===== config.mk =====
export PLATFORM = sky130hd
export DESIGN_NAME = uvs_div
export DESIGN_NICKNAME = d
export VERILOG_FILES = /design/src/hdl/uvs_pkg.sv /design/src/hdl/uvs_div.sv
export SDC_FILE = /design/constraint.sdc
export NUM_CORES = 1
export LEC_CHECK = 0
export ABC_AREA = 0
export BUFFER_PORTS_ARGS = -buffer_cell sky130_fd_sc_hd__buf_4
export CAP_MARGIN = 20
export CORE_MARGIN = 4
export CORE_UTILIZATION = 40
export DETAILED_ROUTE_END_ITERATION = 8
export PLACE_DENSITY = 0.52
export SLEW_MARGIN = 40
export SYNTH_ARGS = -nofsm -noshare
export SYNTH_HDL_FRONTEND = slang
export SYNTH_SLANG_ARGS = --single-unit

===== constraint.sdc =====
create_clock -name clk -period 2.9 [get_ports clk]
set_input_delay 0.58 -clock clk [delete_from_list [all_inputs] [get_ports clk]]
set_output_delay 0.58 -clock clk [all_outputs]
set_load 0.01 [all_outputs]

===== src/hdl/uvs_pkg.sv =====
// shared types, constants and angle table for the uv sphere vertex generator
package uvs_pkg;

    localparam int DEF_INDEX_BITS = 10;
    localparam int DEF_ANGLE_BITS = 16;
    localparam int FIELD_INDEX_W  = 10;
    localparam int COORD_W        = 32;
    localparam int RADIUS_W       = 31;
    localparam int CFG_INDEX_W    = 3;
    localparam int CFG_DATA_W     = 32;

    localparam int CORDIC_STEPS = 30;
    localparam int CORDIC_W     = 34;
    localparam int ZW           = 33;
    localparam logic signed [CORDIC_W-1:0] CORDIC_GAIN = 34'sd652032874;

    // atan(2^-i) in units of 2^32 per turn
    localparam logic [31:0] ATAN_TURN [CORDIC_STEPS] = '{
        32'd536870912, 32'd316933406, 32'd167458907, 32'd85004756, 32'd42667331,
        32'd21354465, 32'd10679838, 32'd5340245, 32'd2670163, 32'd1335087,
        32'd667544, 32'd333772, 32'd166886, 32'd83443, 32'd41722,
        32'd20861, 32'd10430, 32'd5215, 32'd2608, 32'd1304,
        32'd652, 32'd326, 32'd163, 32'd81, 32'd41,
        32'd20, 32'd10, 32'd5, 32'd3, 32'd1
    };

    // reset values of the register file
    localparam logic [FIELD_INDEX_W-1:0] RST_STACK_COUNT = 10'd16;
    localparam logic [FIELD_INDEX_W-1:0] RST_SLICE_COUNT = 10'd16;
    localparam logic [RADIUS_W-1:0]      RST_RADIUS      = 31'd65536;

    typedef enum logic [CFG_INDEX_W-1:0] {
        CFG_STACK_COUNT = 3'd0,
        CFG_SLICE_COUNT = 3'd1,
        CFG_RADIUS      = 3'd2,
        CFG_CENTER_X    = 3'd3,
        CFG_CENTER_Y    = 3'd4,
        CFG_CENTER_Z    = 3'd5
    } cfg_index_t;

    typedef struct packed {
        logic [FIELD_INDEX_W-1:0] stack_index;
        logic [FIELD_INDEX_W-1:0] slice_index;
    } request_t;

    typedef struct packed {
        logic signed [COORD_W-1:0] pos_x;
        logic signed [COORD_W-1:0] pos_y;
        logic signed [COORD_W-1:0] pos_z;
    } result_t;

endpackage


===== src/hdl/uvs_div.sv =====
// pipelined restoring divider, one quotient bit per stage
module uvs_div
    import uvs_pkg::*;
#(
    parameter int INDEX_BITS = DEF_INDEX_BITS,
    parameter int ANGLE_BITS = DEF_ANGLE_BITS
)
(
    input  logic                             clk,
    input  logic                             rst_n,
    input  logic                             vld_in,
    input  logic [INDEX_BITS+ANGLE_BITS-1:0] num,
    input  logic [INDEX_BITS-1:0]            den,
    output logic                             vld_out,
    output logic [ANGLE_BITS:0]              quo
);

    localparam int NW = INDEX_BITS + ANGLE_BITS;
    localparam int QW = ANGLE_BITS + 1;

    logic                  vld_reg [1:QW];
    logic [QW-1:0]         quo_reg [1:QW];
    logic [INDEX_BITS-1:0] rem_reg [1:QW-1];
    logic [INDEX_BITS-1:0] den_reg [1:QW-1];
    logic [NW-1:0]         num_reg [1:QW-1];

    for (genvar j = 0; j < QW; j++)
    begin : g_stage
        logic                  vld_src;
        logic [QW-1:0]         quo_src;
        logic [INDEX_BITS-1:0] rem_src;
        logic [INDEX_BITS-1:0] den_src;
        logic [NW-1:0]         num_src;
        logic [INDEX_BITS:0]   trial;
        logic                  ge;
        logic [QW-1:0]         quo_next;

        if (j == 0)
        begin : g_first
            // quotient is known to fit in QW bits, so the top bits start below den
            assign vld_src = vld_in;
            assign quo_src = '0;
            assign rem_src = INDEX_BITS'(num >> QW);
            assign den_src = den;
            assign num_src = num;
        end
        else
        begin : g_next
            assign vld_src = vld_reg[j];
            assign quo_src = quo_reg[j];
            assign rem_src = rem_reg[j];
            assign den_src = den_reg[j];
            assign num_src = num_reg[j];
        end

        assign trial    = {rem_src, num_src[ANGLE_BITS-j]};
        assign ge       = trial >= {1'b0, den_src};
        assign quo_next = quo_src | (QW'(ge) << (ANGLE_BITS - j));

        always_ff @(posedge clk or negedge rst_n)
        begin
            if (!rst_n)
                vld_reg[j+1] <= 1'b0;
            else
                vld_reg[j+1] <= vld_src;
        end

        always_ff @(posedge clk)
        begin
            quo_reg[j+1] <= quo_next;
        end

        if (j < QW - 1)
        begin : g_carry
            always_ff @(posedge clk)
            begin
                rem_reg[j+1] <= ge ? INDEX_BITS'(trial - {1'b0, den_src})
                                   : trial[INDEX_BITS-1:0];
                den_reg[j+1] <= den_src;
                num_reg[j+1] <= num_src;
            end
        end
    end

    assign vld_out = vld_reg[QW];
    assign quo     = quo_reg[QW];

endmodule


==> out/metrics.yaml <==
fin_crit_ns: 2.754
path_common_cell: "inv_1"
worstPathRequired_ns: 3.37
die_h_um: 246.0
crit_end: "rem_reg[0][88]"
rsz0062_at_grt: "no"
hpwl_um: 28780
yosysSeqAreaShare_pct: 55.67
startpoint_type: "register"
setup.worst_path.end_class: "register"
reg2reg_slack_ns: 0.15
fp.dieW_um: 246.0
synth_edf_count: 0
min_path_type: "input pin to register"
clkTransAtPathRegs_ns: 0.06
num-nets-final: 2282
finalSetupTns_ns: 0
arrival_ns: 3.23
cts_tree: "built"
p_leak_nw: 12.08
rr_endpoint: "rem_reg[0][88]"
gp_congestion: 0.8099
area_growth_pct: 16.18
cts_setup_buffers: 0
maxSlewHeadroom_pct: 51.70
grt_antenna_before_repair: 0
ys_seq_elements: 626
worst-setup-path-type: "register to register"
fmax_mhz: 363.2
synth_most_common_cell: "dfxtp_1"
synth_area_um2: 22660
tightest_slew_ns: 0.7063
floorplan.initialDensity_pct: 40.74
cts_sinks: 626
die_area_um2: 60530
antennaDiodeCount: 0
ant_nets: 0
cap_viol_max_count: 0
grt_pass1_wl_um: 64850
ir_drop_v: 0.0005440
synth_nets: 2143
status: "finished clean"
grt_pass1_vias: 13780
crit_start: "num_reg[0][191]"
clock-root-buffer: "clkbuf_16"
clock_latency_ns: 0.59
htree_levels: 3
synthArstFlopShare_pct: 2.716
slew_violations: 0
cp_cell_sequence: "inv_1, ha_1, inv_1, fa_1, a21o_1, a21oi_1, nor2_1, a2111oi_0, buf_4, xnor2_1, mux2_2"
gr-total-overflow: 0
wl_um: 38550
worstRegToRegCells: 11
clock_path_buffers: 3
power-per-cell-area_nw_per_um2: 1211
final_layout_size_suffix_gt1_share_pct: 17.61
setup-violations-final: 0
core_um2: 55630
drcViolationCount: 0
reg2reg_from: "num_reg[0][191]"
drt_iter0_drc: 447
port_buffers: 56
grt.total_usage_pct: 12.93
drt_pass1_iterations: 4
vias: 13293
yosysTopAreaCell: "dfxtp_1"
synth.area.top_cells: "dfxtp_1, ha_1, mux2_2, inv_1, xnor2_1"
ios: 57
synth_ff_type: "dfxtp_1"
syn_area_per_cell_um2: 11.82
fill_cells: 5089
cpPeakStageDelay_ns: 0.65
viasPerCell: 4.656
row_count: 86
crit_fanout: 2
yosysWarnings: 0
slowest_stage: "a2111oi_0"
power_mw: 31.89
period_share_pct: 94.95
clock_skew_ns: 0.01960
cts_made_buffers: 68
syn_inst: 1918
grt_max_degree: 18
synth_top_area_share_pct: 53.80
hold_viol: 0
synthTopCellsByCount: "dfxtp_1, inv_1, ha_1, a21oi_1, mux2_2"
synth_cell_types: 47
wl_per_cell_um: 13.50
kinds of logic after synthesis:
family          count (synthesis)  share of synthesized area, %
xor+xnor                      112                         4.328
mux                           150                         7.900
flops                         626                         55.67
buf+inv                       238                         4.362
simple gates                  318                         7.161
fa+ha+maj                     186                         10.80
compound gates                288                         9.778
per-stage QoR:
| stage | hold slack, ns | area, µm² | utilization [%] | instances | setup slack, ns |
|---|---|---|---|---|---|
| floorplan | 0.2844 | 22660 | - | 1918 | 0.3523 |
| detailed placement | 0.3121 | 24070 | 43.28 | 2734 | 0.006981 |
| global route | 0.05150 | 26330 | 47.33 | 2855 | 0.01004 |
| CTS | 0.03589 | 26320 | 47.32 | 2855 | 0.05194 |
| finish | 0.09405 | 26330 | 47.33 | 2855 | 0.1464 |
| global placement | 0.3097 | 24070 | 43.28 | 2734 | 0.01929 |
cell type report:
cell class                 instances  area [µm²]  share of cell area [%]
sequential                       626       12620                   47.92
inverter                         222       833.3                   3.165
tap                              748       935.9                   3.555
timing repair buffer              85       640.6                   2.433
clock inverter                    29       317.8                   1.207
multi-input combinational       1054        9064                   34.42
clock buffer                      91        1921                   7.295
routing by layer:
metal	track usage (%)	vias up	wire length [µm]
li1	-	6773	-
met1	14.66	6261	16390
met2	23.64	176	19820
met3	2.971	83	1250
met4	4.806	0	1090
met5	0	-	0
how the worst min path moves through the flow:
stage | cells past startpoint | endpoint | slack, ns | start
final | 1 | num_reg[0][34] | 0.09 | num[8]
after global routing | 1 | num_reg[0][33] | 0.05 | num[7]
after CTS | 1 | num_reg[0][34] | 0.04 | num[8]
after detailed placement | 0 | num_reg[0][164] | 0.31 | num_reg[0][138]
after floorplan | 0 | g_stage[10].vld_src | 0.28 | rst_n
after global placement | 0 | quo_reg[0][237] | 0.31 | quo_reg[0][220]
worst max-delay path: cells and delay by family, from the launching register on:
kind            cells  cell delay, ns
flops               1            0.30
compound gates      3            1.05
xor+xnor            1            0.05
simple gates        1            0.07
buf+inv             3            0.36
fa+ha+maj           2            0.56
mux                 1            0.25
power breakdown:
group	internal (mW)	switching (mW)
clock network	5.12	3.34
logic	6.15	5.32
registers	11.0	1.02
total	22.2	9.67
layout by cell type, fill, tap and decap left out, drive strengths merged, types with 3 or more instances in the layout:
master,instances
a2111oi,27
a21o,31
a21oi,123
a221oi,12
and2b,11
and3,5
and3b,3
buf,84
bufinv,5
clkbuf,91
clkinv,17
clkinvlp,4
dfrtp,17
dfxtp,609
fa,16
ha,170
inv,225
mux2,135
mux2i,15
nand2,84
nand2b,35
nand3,12
nand4,32
nand4b,3
nor2,90
nor2b,26
o211a,30
o211ai,16
o21ai,24
o21bai,15
o31ai,3
or4b,12
xnor2,79
xor2,33
what timing repair did:
action / 4_1_cts / 5_1_grt
setup endpoints to repair: 0 / 1
hold endpoints to repair: 17 / 0
hold buffers: 1 / 0
resized for setup: 0 / 2
Note: power is estimated with default switching activity, not from simulation.
